File: src/hdl/paired_read_concordance_check_macros.svh
// Assertion macros used by the concordance check top level.
`ifndef PAIRED_READ_CONCORDANCE_CHECK_MACROS_SVH
`define PAIRED_READ_CONCORDANCE_CHECK_MACROS_SVH

// Consequent must hold in the same cycle as the antecedent.
`define PRCC_ASSERT_NOW(lbl, ante, cons, msg) \
    lbl: assert property (@(posedge clk) disable iff (!rst_n) (ante) |-> (cons)) \
        else $error(msg);

// Consequent must hold in the cycle after the antecedent.
`define PRCC_ASSERT_NEXT(lbl, ante, cons, msg) \
    lbl: assert property (@(posedge clk) disable iff (!rst_n) (ante) |=> (cons)) \
        else $error(msg);

`endif

File: src/hdl/prcc_pkg.sv
// Shared types, widths and constants of the paired-read concordance check.
package prcc_pkg;

    localparam int POS_WIDTH    = 32;
    localparam int REF_ID_WIDTH = 16;

    localparam int POS_PORT_W = 32;
    localparam int REF_PORT_W = 16;
    localparam int SPAN_W     = 16;
    localparam int TLEN_W     = 34;
    localparam int COORD_W    = 34;
    localparam int INSERT_W   = 32;
    localparam int CFG_DATA_W = 32;
    localparam int CFG_IDX_W  = 3;

    // Only the low POS_WIDTH / REF_ID_WIDTH bits of the port fields take part.
    localparam logic [POS_PORT_W-1:0] POS_MASK = {POS_PORT_W{1'b1}} >>
        ((POS_WIDTH >= POS_PORT_W) ? 0 : (POS_PORT_W - POS_WIDTH));
    localparam logic [REF_PORT_W-1:0] REF_MASK = {REF_PORT_W{1'b1}} >>
        ((REF_ID_WIDTH >= REF_PORT_W) ? 0 : (REF_PORT_W - REF_ID_WIDTH));

    typedef logic signed [COORD_W-1:0] coord_t;

    typedef enum logic [1:0] {
        ORIENT_FF = 2'd0,
        ORIENT_FR = 2'd1,
        ORIENT_RF = 2'd2
    } orient_e;

    typedef enum logic [CFG_IDX_W-1:0] {
        CFG_ORIENT         = 3'd0,
        CFG_MIN_INSERT     = 3'd1,
        CFG_MAX_INSERT     = 3'd2,
        CFG_ALLOW_CONTAIN  = 3'd3,
        CFG_ALLOW_OVERLAP  = 3'd4,
        CFG_ALLOW_DOVETAIL = 3'd5
    } cfg_reg_e;

    typedef struct packed {
        orient_e               orientation_mode;
        logic [INSERT_W-1:0]   min_insert;
        logic [INSERT_W-1:0]   max_insert;
        logic                  allow_contain;
        logic                  allow_overlap;
        logic                  allow_dovetail;
    } cfg_t;

    localparam orient_e             RST_ORIENT     = ORIENT_FR;
    localparam logic [INSERT_W-1:0] RST_MIN_INSERT = 32'd0;
    localparam logic [INSERT_W-1:0] RST_MAX_INSERT = 32'd500;

endpackage

File: src/hdl/prcc_ifs.sv
// Valid/ready channel interfaces for alignment pairs and concordance results.
interface prcc_pair_if;
    logic                              valid;
    logic                              ready;
    logic [prcc_pkg::REF_PORT_W-1:0]   ref_id_first;
    logic [prcc_pkg::POS_PORT_W-1:0]   pos_first;
    logic [prcc_pkg::SPAN_W-1:0]       span_first;
    logic                              rev_first;
    logic [prcc_pkg::REF_PORT_W-1:0]   ref_id_second;
    logic [prcc_pkg::POS_PORT_W-1:0]   pos_second;
    logic [prcc_pkg::SPAN_W-1:0]       span_second;
    logic                              rev_second;

    modport source (
        output valid, ref_id_first, pos_first, span_first, rev_first,
               ref_id_second, pos_second, span_second, rev_second,
        input  ready
    );
    modport sink (
        input  valid, ref_id_first, pos_first, span_first, rev_first,
               ref_id_second, pos_second, span_second, rev_second,
        output ready
    );
endinterface

interface prcc_result_if;
    logic                                 valid;
    logic                                 ready;
    logic                                 is_concordant;
    logic signed [prcc_pkg::TLEN_W-1:0]   tlen_first;
    logic signed [prcc_pkg::TLEN_W-1:0]   tlen_second;

    modport source (
        output valid, is_concordant, tlen_first, tlen_second,
        input  ready
    );
    modport sink (
        input  valid, is_concordant, tlen_first, tlen_second,
        output ready
    );
endinterface

File: src/hdl/prcc_cfg.sv
// Configuration register file of the concordance check.
module prcc_cfg (
    input  logic                              clk,
    input  logic                              rst_n,
    input  logic                              cfg_we,
    input  logic [prcc_pkg::CFG_IDX_W-1:0]    cfg_index,
    input  logic [prcc_pkg::CFG_DATA_W-1:0]   cfg_data,
    output prcc_pkg::cfg_t                    cfg
);

    prcc_pkg::cfg_t cfg_reg;
    prcc_pkg::cfg_t cfg_next;

    always_comb
    begin
        cfg_next = cfg_reg;
        if (cfg_we)
        begin
            case (prcc_pkg::cfg_reg_e'(cfg_index))
                prcc_pkg::CFG_ORIENT:
                    cfg_next.orientation_mode = prcc_pkg::orient_e'(cfg_data[1:0]);
                prcc_pkg::CFG_MIN_INSERT:
                    cfg_next.min_insert = cfg_data[prcc_pkg::INSERT_W-1:0];
                prcc_pkg::CFG_MAX_INSERT:
                    cfg_next.max_insert = cfg_data[prcc_pkg::INSERT_W-1:0];
                prcc_pkg::CFG_ALLOW_CONTAIN:
                    cfg_next.allow_contain = cfg_data[0];
                prcc_pkg::CFG_ALLOW_OVERLAP:
                    cfg_next.allow_overlap = cfg_data[0];
                prcc_pkg::CFG_ALLOW_DOVETAIL:
                    cfg_next.allow_dovetail = cfg_data[0];
                default:
                    cfg_next = cfg_reg;
            endcase
        end
    end

    always_ff @(posedge clk or negedge rst_n)
    begin
        if (!rst_n)
        begin
            cfg_reg.orientation_mode <= prcc_pkg::RST_ORIENT;
            cfg_reg.min_insert       <= prcc_pkg::RST_MIN_INSERT;
            cfg_reg.max_insert       <= prcc_pkg::RST_MAX_INSERT;
            cfg_reg.allow_contain    <= 1'b0;
            cfg_reg.allow_overlap    <= 1'b1;
            cfg_reg.allow_dovetail   <= 1'b0;
        end
        else
        begin
            cfg_reg <= cfg_next;
        end
    end

    assign cfg = cfg_reg;

endmodule

File: src/hdl/paired_read_concordance_check.sv
// Top level of the paired-read concordance and template length check.
// Four register stages: mate ends, comparisons, fragment span, verdict and output.
// A result is offered once its pair beat has passed stages 1, 2, 3 and the output register.
// Throughput is one pair per cycle; a stall holds an occupied stage only if all later stages are full.
// Reset empties the pipeline and loads the default pairing rules.
`include "paired_read_concordance_check_macros.svh"

module paired_read_concordance_check (
    input  logic                              clk,
    input  logic                              rst_n,
    prcc_pair_if.sink                         pair,
    prcc_result_if.source                     result,
    input  logic                              cfg_we,
    input  logic [prcc_pkg::CFG_IDX_W-1:0]    cfg_index,
    input  logic [prcc_pkg::CFG_DATA_W-1:0]   cfg_data
);

    prcc_pkg::cfg_t cfg;

    prcc_cfg u_cfg (
        .clk       (clk),
        .rst_n     (rst_n),
        .cfg_we    (cfg_we),
        .cfg_index (cfg_index),
        .cfg_data  (cfg_data),
        .cfg       (cfg)
    );

    // Stage ready chain: a stage may load when it is empty or draining.
    logic rdy1, rdy2, rdy3, rdy4;
    logic s1_v_reg, s2_v_reg, s3_v_reg, out_v_reg;

    assign rdy4       = !out_v_reg || result.ready;
    assign rdy3       = !s3_v_reg || rdy4;
    assign rdy2       = !s2_v_reg || rdy3;
    assign rdy1       = !s1_v_reg || rdy2;
    assign pair.ready = rdy1;

    always_ff @(posedge clk or negedge rst_n)
    begin
        if (!rst_n)
        begin
            s1_v_reg  <= 1'b0;
            s2_v_reg  <= 1'b0;
            s3_v_reg  <= 1'b0;
            out_v_reg <= 1'b0;
        end
        else
        begin
            if (rdy1)
                s1_v_reg <= pair.valid;
            if (rdy2)
                s2_v_reg <= s1_v_reg;
            if (rdy3)
                s3_v_reg <= s2_v_reg;
            if (rdy4)
                out_v_reg <= s3_v_reg;
        end
    end

    // Stage 1: widen positions, form mate ends and compare reference ids.
    prcc_pkg::coord_t b1_next, b2_next, e1_next, e2_next;
    prcc_pkg::coord_t s1_b1_reg, s1_b2_reg, s1_e1_reg, s1_e2_reg;
    logic             req_next;
    logic             s1_req_reg, s1_rv1_reg, s1_rv2_reg;

    always_comb
    begin
        b1_next  = prcc_pkg::coord_t'({2'b00, pair.pos_first & prcc_pkg::POS_MASK});
        b2_next  = prcc_pkg::coord_t'({2'b00, pair.pos_second & prcc_pkg::POS_MASK});
        e1_next  = b1_next + prcc_pkg::coord_t'({18'd0, pair.span_first})
                   - prcc_pkg::coord_t'(1);
        e2_next  = b2_next + prcc_pkg::coord_t'({18'd0, pair.span_second})
                   - prcc_pkg::coord_t'(1);
        req_next = (pair.ref_id_first & prcc_pkg::REF_MASK)
                   == (pair.ref_id_second & prcc_pkg::REF_MASK);
    end

    always_ff @(posedge clk)
    begin
        if (rdy1)
        begin
            s1_b1_reg  <= b1_next;
            s1_b2_reg  <= b2_next;
            s1_e1_reg  <= e1_next;
            s1_e2_reg  <= e2_next;
            s1_req_reg <= req_next;
            s1_rv1_reg <= pair.rev_first;
            s1_rv2_reg <= pair.rev_second;
        end
    end

    // Stage 2: all position comparisons, orientation, fragment bounds.
    prcc_pkg::coord_t p1, p2;
    prcc_pkg::coord_t s2_lo_reg, s2_hi_reg;
    logic s2_b_lt12_reg, s2_b_lt21_reg, s2_e_lt12_reg, s2_e_lt21_reg;
    logic s2_b2_le_e1_reg, s2_e2_ge_b1_reg, s2_p_gt12_reg, s2_p_gt21_reg;
    logic s2_req_reg, s2_orient_ok_reg, s2_first_left_reg;
    logic orient_ok, first_left;

    always_comb
    begin
        p1 = s1_rv1_reg ? s1_e1_reg : s1_b1_reg;
        p2 = s1_rv2_reg ? s1_e2_reg : s1_b2_reg;
        case (cfg.orientation_mode)
            prcc_pkg::ORIENT_FF:
            begin
                orient_ok  = (s1_rv1_reg == s1_rv2_reg);
                first_left = !s1_rv1_reg;
            end
            prcc_pkg::ORIENT_FR:
            begin
                orient_ok  = (s1_rv1_reg != s1_rv2_reg);
                first_left = !s1_rv1_reg;
            end
            default:
            begin
                // Reverse-forward, and the unused code behaves the same way.
                orient_ok  = (s1_rv1_reg != s1_rv2_reg);
                first_left = s1_rv1_reg;
            end
        endcase
    end

    always_ff @(posedge clk)
    begin
        if (rdy2)
        begin
            s2_b_lt12_reg     <= s1_b1_reg < s1_b2_reg;
            s2_b_lt21_reg     <= s1_b2_reg < s1_b1_reg;
            s2_e_lt12_reg     <= s1_e1_reg < s1_e2_reg;
            s2_e_lt21_reg     <= s1_e2_reg < s1_e1_reg;
            s2_b2_le_e1_reg   <= s1_b2_reg <= s1_e1_reg;
            s2_e2_ge_b1_reg   <= s1_e2_reg >= s1_b1_reg;
            s2_p_gt12_reg     <= p1 > p2;
            s2_p_gt21_reg     <= p2 > p1;
            s2_lo_reg         <= (s1_b1_reg < s1_b2_reg) ? s1_b1_reg : s1_b2_reg;
            s2_hi_reg         <= (s1_e1_reg > s1_e2_reg) ? s1_e1_reg : s1_e2_reg;
            s2_req_reg        <= s1_req_reg;
            s2_orient_ok_reg  <= orient_ok;
            s2_first_left_reg <= first_left;
        end
    end

    // Stage 3: fragment span and layout rules.
    logic contain, overlap, misordered, layout_ok;
    prcc_pkg::coord_t s3_size_reg;
    logic s3_layout_ok_reg, s3_req_reg, s3_neg1_reg, s3_neg2_reg;

    always_comb
    begin
        contain    = (!s2_b_lt12_reg && !s2_e_lt21_reg)
                     || (!s2_b_lt21_reg && !s2_e_lt12_reg);
        overlap    = contain
                     || (!s2_b_lt21_reg && s2_b2_le_e1_reg)
                     || (s2_e2_ge_b1_reg && !s2_e_lt12_reg);
        misordered = s2_first_left_reg ? s2_b_lt21_reg : s2_b_lt12_reg;
        layout_ok  = s2_orient_ok_reg
                     && !(contain && !cfg.allow_contain)
                     && !(overlap && !cfg.allow_overlap)
                     && !(misordered && (!overlap || !cfg.allow_dovetail));
    end

    always_ff @(posedge clk)
    begin
        if (rdy3)
        begin
            s3_size_reg      <= s2_hi_reg - s2_lo_reg + prcc_pkg::coord_t'(1);
            s3_layout_ok_reg <= layout_ok;
            s3_req_reg       <= s2_req_reg;
            s3_neg1_reg      <= s2_p_gt12_reg;
            s3_neg2_reg      <= s2_p_gt21_reg;
        end
    end

    // Stage 4: insert limits, signed template lengths, output register.
    // The span is never negative and fits in the signed TLEN_W-bit template length.
    logic in_range;
    logic out_conc_reg;
    logic signed [prcc_pkg::TLEN_W-1:0] tlen1_next, tlen2_next;
    logic signed [prcc_pkg::TLEN_W-1:0] out_tlen1_reg, out_tlen2_reg;

    always_comb
    begin
        in_range = (s3_size_reg >= prcc_pkg::coord_t'({2'b00, cfg.min_insert}))
                   && (s3_size_reg <= prcc_pkg::coord_t'({2'b00, cfg.max_insert}));
        if (!s3_req_reg)
        begin
            tlen1_next = '0;
            tlen2_next = '0;
        end
        else
        begin
            tlen1_next = s3_neg1_reg ? -s3_size_reg : s3_size_reg;
            tlen2_next = s3_neg2_reg ? -s3_size_reg : s3_size_reg;
        end
    end

    always_ff @(posedge clk)
    begin
        if (rdy4)
        begin
            out_conc_reg  <= s3_req_reg && s3_layout_ok_reg && in_range;
            out_tlen1_reg <= tlen1_next;
            out_tlen2_reg <= tlen2_next;
        end
    end

    assign result.valid         = out_v_reg;
    assign result.is_concordant = out_conc_reg;
    assign result.tlen_first    = out_tlen1_reg;
    assign result.tlen_second   = out_tlen2_reg;

    `PRCC_ASSERT_NEXT(a_accept_fills_stage1, pair.valid && pair.ready, s1_v_reg, "accepted pair beat did not enter stage 1")
    `PRCC_ASSERT_NOW(a_tlen_not_both_negative, result.valid, !(result.tlen_first[prcc_pkg::TLEN_W-1] && result.tlen_second[prcc_pkg::TLEN_W-1]), "both template lengths negative")
    `PRCC_ASSERT_NEXT(a_orient_write_lands, cfg_we && (cfg_index == prcc_pkg::CFG_ORIENT), cfg.orientation_mode == $past(cfg_data[1:0]), "orientation write not applied")

endmodule
File: src/flat_wrapper.sv
// flat-port wrapper written by rule: the top's interface ports become plain ports
module paired_read_concordance_check_flat 
  (clk, rst_n, cfg_we, cfg_index, cfg_data, pair_valid, pair_ref_id_first, pair_pos_first, pair_span_first, pair_rev_first, pair_ref_id_second, pair_pos_second, pair_span_second, pair_rev_second, pair_ready, result_valid, result_is_concordant, result_tlen_first, result_tlen_second, result_ready);
  prcc_pair_if pair_i ();
  prcc_result_if result_i ();
  input  logic clk;
  input  logic rst_n;
  input  logic cfg_we;
  input  logic [prcc_pkg::CFG_IDX_W-1:0] cfg_index;
  input  logic [prcc_pkg::CFG_DATA_W-1:0] cfg_data;
  input wire logic [$bits(pair_i.valid)-1:0] pair_valid;
  input wire logic [$bits(pair_i.ref_id_first)-1:0] pair_ref_id_first;
  input wire logic [$bits(pair_i.pos_first)-1:0] pair_pos_first;
  input wire logic [$bits(pair_i.span_first)-1:0] pair_span_first;
  input wire logic [$bits(pair_i.rev_first)-1:0] pair_rev_first;
  input wire logic [$bits(pair_i.ref_id_second)-1:0] pair_ref_id_second;
  input wire logic [$bits(pair_i.pos_second)-1:0] pair_pos_second;
  input wire logic [$bits(pair_i.span_second)-1:0] pair_span_second;
  input wire logic [$bits(pair_i.rev_second)-1:0] pair_rev_second;
  output wire logic [$bits(pair_i.ready)-1:0] pair_ready;
  output wire logic [$bits(result_i.valid)-1:0] result_valid;
  output wire logic [$bits(result_i.is_concordant)-1:0] result_is_concordant;
  output wire logic [$bits(result_i.tlen_first)-1:0] result_tlen_first;
  output wire logic [$bits(result_i.tlen_second)-1:0] result_tlen_second;
  input wire logic [$bits(result_i.ready)-1:0] result_ready;
  assign pair_i.valid = pair_valid;
  assign pair_i.ref_id_first = pair_ref_id_first;
  assign pair_i.pos_first = pair_pos_first;
  assign pair_i.span_first = pair_span_first;
  assign pair_i.rev_first = pair_rev_first;
  assign pair_i.ref_id_second = pair_ref_id_second;
  assign pair_i.pos_second = pair_pos_second;
  assign pair_i.span_second = pair_span_second;
  assign pair_i.rev_second = pair_rev_second;
  assign pair_ready = pair_i.ready;
  assign result_valid = result_i.valid;
  assign result_is_concordant = result_i.is_concordant;
  assign result_tlen_first = result_i.tlen_first;
  assign result_tlen_second = result_i.tlen_second;
  assign result_i.ready = result_ready;
  paired_read_concordance_check u_core (.clk(clk), .rst_n(rst_n), .pair(pair_i), .result(result_i), .cfg_we(cfg_we), .cfg_index(cfg_index), .cfg_data(cfg_data));
endmodule
File: config.mk
export PLATFORM = sky130hd
export DESIGN_NAME = paired_read_concordance_check_flat
export DESIGN_NICKNAME = d
export VERILOG_FILES = /design/src/hdl/prcc_pkg.sv /design/src/hdl/prcc_ifs.sv /design/src/hdl/prcc_cfg.sv /design/src/hdl/paired_read_concordance_check.sv /design/src/flat_wrapper.sv
export VERILOG_INCLUDE_DIRS = /design/src /design/src/hdl
export SDC_FILE = /design/constraint.sdc
export NUM_CORES = 1
export LEC_CHECK = 0
export BUFFER_PORTS_ARGS = -buffer_cell sky130_fd_sc_hd__buf_2
export CORE_UTILIZATION = 30
export DETAILED_ROUTE_END_ITERATION = 16
export GPL_TIMING_DRIVEN = 0
export SLEW_MARGIN = 20
export SYNTH_ARGS = -nofsm -noshare
export SYNTH_HDL_FRONTEND = slang
export SYNTH_SLANG_ARGS = --single-unit
export TNS_END_PERCENT = 5
File: constraint.sdc
create_clock -name clk -period 13.1 [get_ports clk]
set_input_delay 3.93 -clock clk [delete_from_list [all_inputs] [get_ports clk]]
set_output_delay 3.93 -clock clk [all_outputs]
set_load 0.02 [all_outputs]
### Word level (Yosys, flattened, before mapping)

Cells that the tools add are included.

* add/subtract/negate cells: 7
* order comparisons: 11
* equality and inequality tests: 9
* multiplexer cells: 9
* reductions and logical operators: 46

Operator list (count)
* two-way mux 34 bit: 5
* > comparator 34 bit: 3
* greater-or-equal comparator 34 x 33 -> 1 bit: 2
* < comparator 34 bit: 2
* subtractor 34 x 2 -> 34 bit, second input constant: 2
* adder 32 x 16 -> 33 bit: 2
* < comparator 32 bit: 2
* adder 34 x 2 -> 34 bit, second input constant: 1
* less-or-equal comparator 33 x 34 -> 1 bit: 1
* less-or-equal comparator 34 x 33 -> 1 bit: 1
* negation 34 bit: 1
* subtractor 34 bit: 1
* two-way mux 32 bit: 1
* equality test 16 bit: 1
* logical NOT 1 bit: 16
* logical AND 1 bit: 13
* AND reduction 2 bit: 6
* logical OR 1 bit: 8
* equality test 3 x 2 -> 1 bit, second input constant: 2
* equality test 3 bit, second input constant: 2
* equality test 3 x 1 -> 1 bit, second input constant: 1
* logical NOT 3 bit: 1
* two-way mux 1 bit: 3
* equality test 2 x 1 -> 1 bit, second input constant: 1
* 4 further kinds: 4

* register bits after elaboration: 394
* input port bits: 170
* output and inout port bits: 71
* word-level logic and storage cells: 120

### Depth between registers and ports, before layout

* word-level depth: 10
* depth in mapped cells: 15
* gate-level depth less buffers: 15

### Modules after synthesis

Synthesis repeated with hierarchy kept, for this count alone.

* cells, all modules: 2730
* area total of the unflattened synthesis: 28239.6 um^2

Modules (own cells, without submodules)
* paired_read_concordance_check: times used 1, cells an instance 2578, area each 25306.8 um^2
* prcc_cfg: times used 1, cells an instance 152, area each 2932.8 um^2

### Least setup slack after synthesis

OpenSTA, ideal clock, no wires.

* kind: input to output
* from: input result_ready
* to: output pair_ready
* arrival: 8044 ps
* data required time: 9170 ps
* slack: 1126 ps
* cell stages on the path: 2
* path through: nor2b_1 nand4_1

* word-level cells in the longest chain between the ends: 4

Ends and longest elaborated chain
* start: declaration: line flat_wrapper.sv:25 `input wire logic [$bits(result_i.ready)-1:0] result_ready;`
* logical OR 1 bit: line paired_read_concordance_check.sv:33 `assign rdy4 = !out_v_reg || result.ready;`
* logical OR 1 bit: line paired_read_concordance_check.sv:34 `assign rdy3 = !s3_v_reg || rdy4;`
* logical OR 1 bit: line paired_read_concordance_check.sv:35 `assign rdy2 = !s2_v_reg || rdy3;`
* logical OR 1 bit: line paired_read_concordance_check.sv:36 `assign rdy1 = !s1_v_reg || rdy2;`
* end: declaration: line flat_wrapper.sv:20 `output wire logic [$bits(pair_i.ready)-1:0] pair_ready;`

No other way between the ends.

### Worst setup path in the final report

Same ends and word-level chain as after synthesis.

==> results.toml <==
[power]
worst_ir_drop_on_vdd_v = 0.00008327
totalPowerFinal_mw = 5.393
seq_power_share = 0.376
combinationalPowerShare = 0.389
power.share.switching = 0.3637
switchingPower_mw = 1.961
power.share.clock = 0.236
power.density_nw_per_um2 = 168.5
p_int_mw = 3.431
leakagePower_nw = 14.18

[finish]
layout-area-overhead-vs-synth_pct = 16.09
finish.net_count = 3505
final_layout_size_suffix_gt1_frac = 0.1408
flip_flop_count_of_the_largest_register_after_layout = 69
seqCellArea_um2 = 11390
finish.instance_area_um2 = 32000
multi_input_comb_area_um2 = 14990
final_cells = 4223
fillerInstances = 9175

[timing]
rsz0062_at_grt = "no"
slew_limit_headroom = 0.4114
layout_worst_path_cycle_share = 0.7617
period_minus_slack_ns = 9.978
totalNegativeSetupSlack_ns = 0
finalHoldViolations = 0
timing.clock.skew_ns = 0.03971
timing_worst_slew_pin_value_ns = 0.8692
endpoints_failing_setup = 0
pins_over_slew_limit = 0
post_route_hold_slack_ns = 0.4183
max_freq_ghz = 0.1002

[floorplan]
fp.dieW_um = 305.1
core_box_area_um2 = 90560
initial_cell_density_of_the_core = 0.3044
fp-row-count = 110
io_pins = 241
fp.dieArea_um2 = 93100
die_h_um = 305.1

[worst_setup_path]
reg2regPathDepth = 13
crit_path_max_incr_delay_ns = 0.50
worst-setup-path-type = "input pin to output pin"
r2r_slack_ns = 8.54
worst_endpoint_required_time_ns = 9.17
cp_cell_sequence = "buf_2, nor2b_1, nand4_1, buf_6, buf_8, buf_6, buf_6, buf_8, buf_6, buf_2"
critical-path-slowest-cell = "sky130_fd_sc_hd__nor2b_1"
regToRegEndpoint = "u_core.s2_p_gt12_reg"
arrival_ns = 6.05
r2r-start = "u_core.s1_rv2_reg"
critical-path-top-cell-by-count = "sky130_fd_sc_hd__buf_6"
largest_fanout_on_the_critical_path = 15
setup.worst_path.start_class = "input pin"
worst_path_dominant_cell_family = "buffers and inverters"
critical_path_buf_inv_count = 8
launch_point_of_the_worst_path = "result_ready"
cp-end-kind = "output pin"
worst_setup_path_endpoint = "pair_ready"
critical_path_cell_count = 10

[grt]
grt_start_max_net_pins = 63
grt_pass1_vias = 20410
grt_pass1_wl_um = 113700
grt_remaining_overflow = 0
antenna_found_initial = 19
grtUsageTotal = 0.1561

[drt]
drt_iter0_markers = 1198
drt.antenna.violating_nets = 0
route.detailed.drc = 0
dr_total_vias = 20410
first_pass_iters = 5
routed_wire_length_per_instance_um = 17.25
viasPerCell = 4.833
finalWirelength_um = 72830

[run_status]
status = "complete, no violations"

[logic_synthesis]
synth_edf_count = 318
mappedNetlistNets = 3203
asyncSetResetFlopFracSynth = 0.1867
synth-main-ff-cell = "sky130_fd_sc_hd__edfxtp_1"
yosys_register_bits = 391
ys_seq_area_frac = 0.4131
synth_most_common_cell = "sky130_fd_sc_hd__ha_1"
yosys.area.top_type = "sky130_fd_sc_hd__edfxtp_1"
postSynthCellCount = 2703
synth.top_cells.by_count = "sky130_fd_sc_hd__ha_1 (327), sky130_fd_sc_hd__edfxtp_1 (318), sky130_fd_sc_hd__inv_1 (241)"
synth_warnings = 0
synth_cell_type_count = 92
postSynthAreaPerCell_um2 = 10.20
syn-cell-area_um2 = 27560
synth_top_cells_by_area = "sky130_fd_sc_hd__edfxtp_1 (35%), sky130_fd_sc_hd__ha_1 (15%), sky130_fd_sc_hd__dfrtp_1 (5.9%)"
post-synth-top-area-fraction = 0.3464

[clock_network]
cts-resized-gates = 0
h_tree_level_count = 2
root_buffer_cell = "sky130_fd_sc_hd__clkbuf_16"
postCtsSetupRepairBufs = 0
path_clk_slew_ns = 0.06
tritoncts_num_sinks = 391
clockBufferDepth = 3
clk_latency_ns = 0.60
number_of_hold_buffers_added_after_cts = 0
cts_made_buffers = 45
cts_tree = "built"

[placement]
place.port_buffers = 240
placed_area_um2 = 30490
placed_cell_count = 4134
place.gp.congestion = 0.9136
dp.final_hpwl_um = 60760

[min_path]
timing.hold.worst.class = "flip-flop to flip-flop"

[run]
maxCapViolations = 0
power groups by stage:
| stage | Clock (mW) | Combinational (mW) | Sequential [mW] |
|---|---|---|---|
| finish | 1.27 | 2.10 | 2.03 |
| global route | 1.35 | 2.40 | 2.06 |
| CTS | 1.31 | 2.12 | 2.02 |
| detailed placement | 0 | 2.10 | 2.05 |
| global placement | 0 | 2.06 | 2.06 |
| floorplan | 0 | 1.53 | 2.01 |
cell type report:
class / count / share of cell area
plain buffers: 76 / 0.009462
diodes: 7 / 0.0005474
multi-input cells: 1995 / 0.4685
clock inverters: 27 / 0.009932
flip-flops and latches: 391 / 0.3558
inverters: 241 / 0.02835
repair buffers: 255 / 0.04504
well taps: 1176 / 0.04598
clock buffers: 55 / 0.03636
through the flow:
step,setup WS (ns),utilization
after floorplan,1.126,-
after global placement,-2.591,0.3339
after detailed placement,3.053,0.3367
after CTS,3.046,0.3531
after global routing,2.884,0.3533
final,3.122,0.3533
worst min path at each step:
stage	depth (start not counted)	startpoint	slack, ns	endpoint
finish	0	u_core.s2_p_gt21_reg	0.42	u_core.s3_neg2_reg
global route	0	u_core.s2_p_gt12_reg	0.44	u_core.s3_neg1_reg
CTS	0	u_core.s2_p_gt21_reg	0.42	u_core.s3_neg2_reg
detailed placement	0	u_core.s2_p_gt21_reg	0.41	u_core.s3_neg2_reg
global placement	0	u_core.s2_p_gt12_reg	0.40	u_core.s3_neg1_reg
floorplan	0	u_core.s1_req_reg	0.40	u_core.s2_req_reg
cells by family (layout without fill, tap and decap cells):
group	Yosys count	after routing	synth area share
multiplexers	123	123	0.04648
AND/OR/NAND/NOR	768	768	0.1450
XOR/XNOR	219	219	0.06959
flip-flops	391	391	0.4131
buffers and inverters	317	654	0.04380
AO/OA/AOI/OAI	555	555	0.1315
other	0	7	0
adder cells (fa/ha/maj)	330	330	0.1506
cells in the final DEF (no fill, tap or decap), types with 18 or more instances in the layout:
cell type                   Yosys  layout
sky130_fd_sc_hd__nand2_1      223     222
sky130_fd_sc_hd__nor2_1       119     119
sky130_fd_sc_hd__o211ai_1      20      20
sky130_fd_sc_hd__nor2b_1       39      39
sky130_fd_sc_hd__ha_1         327     327
sky130_fd_sc_hd__buf_2         11     250
sky130_fd_sc_hd__xnor2_1      157     157
sky130_fd_sc_hd__a21o_1       125     125
sky130_fd_sc_hd__or3_1         25      25
sky130_fd_sc_hd__nor4_1        23      22
sky130_fd_sc_hd__o21ai_0      163     163
sky130_fd_sc_hd__and2_1        66      66
sky130_fd_sc_hd__or2_2         20      20
sky130_fd_sc_hd__mux2i_1       83      83
sky130_fd_sc_hd__edfxtp_1     318     318
sky130_fd_sc_hd__clkbuf_16      0      45
sky130_fd_sc_hd__a21oi_1      109     109
sky130_fd_sc_hd__and3_1        18      18
sky130_fd_sc_hd__o21a_1        18      18
sky130_fd_sc_hd__mux2_2        40      40
sky130_fd_sc_hd__nor3_1        39      39
sky130_fd_sc_hd__nand2b_1      27      27
sky130_fd_sc_hd__xor2_1        62      62
sky130_fd_sc_hd__nand4_1       70      70
sky130_fd_sc_hd__dfrtp_1       65      65
sky130_fd_sc_hd__nand3_1       47      46
sky130_fd_sc_hd__clkbuf_1      58      68
sky130_fd_sc_hd__inv_1        241     240
metal layers:
layer | vias up | GRT usage | part of all wire
met5 | - | 0 | 0.00099
met3 | 129 | 0.02232 | 0.045
met4 | 10 | 0.04851 | 0.029
met2 | 457 | 0.2621 | 0.46
li1 | 10430 | - | -
met1 | 9390 | 0.2063 | 0.46
Power figures use the tool's default switching activity.
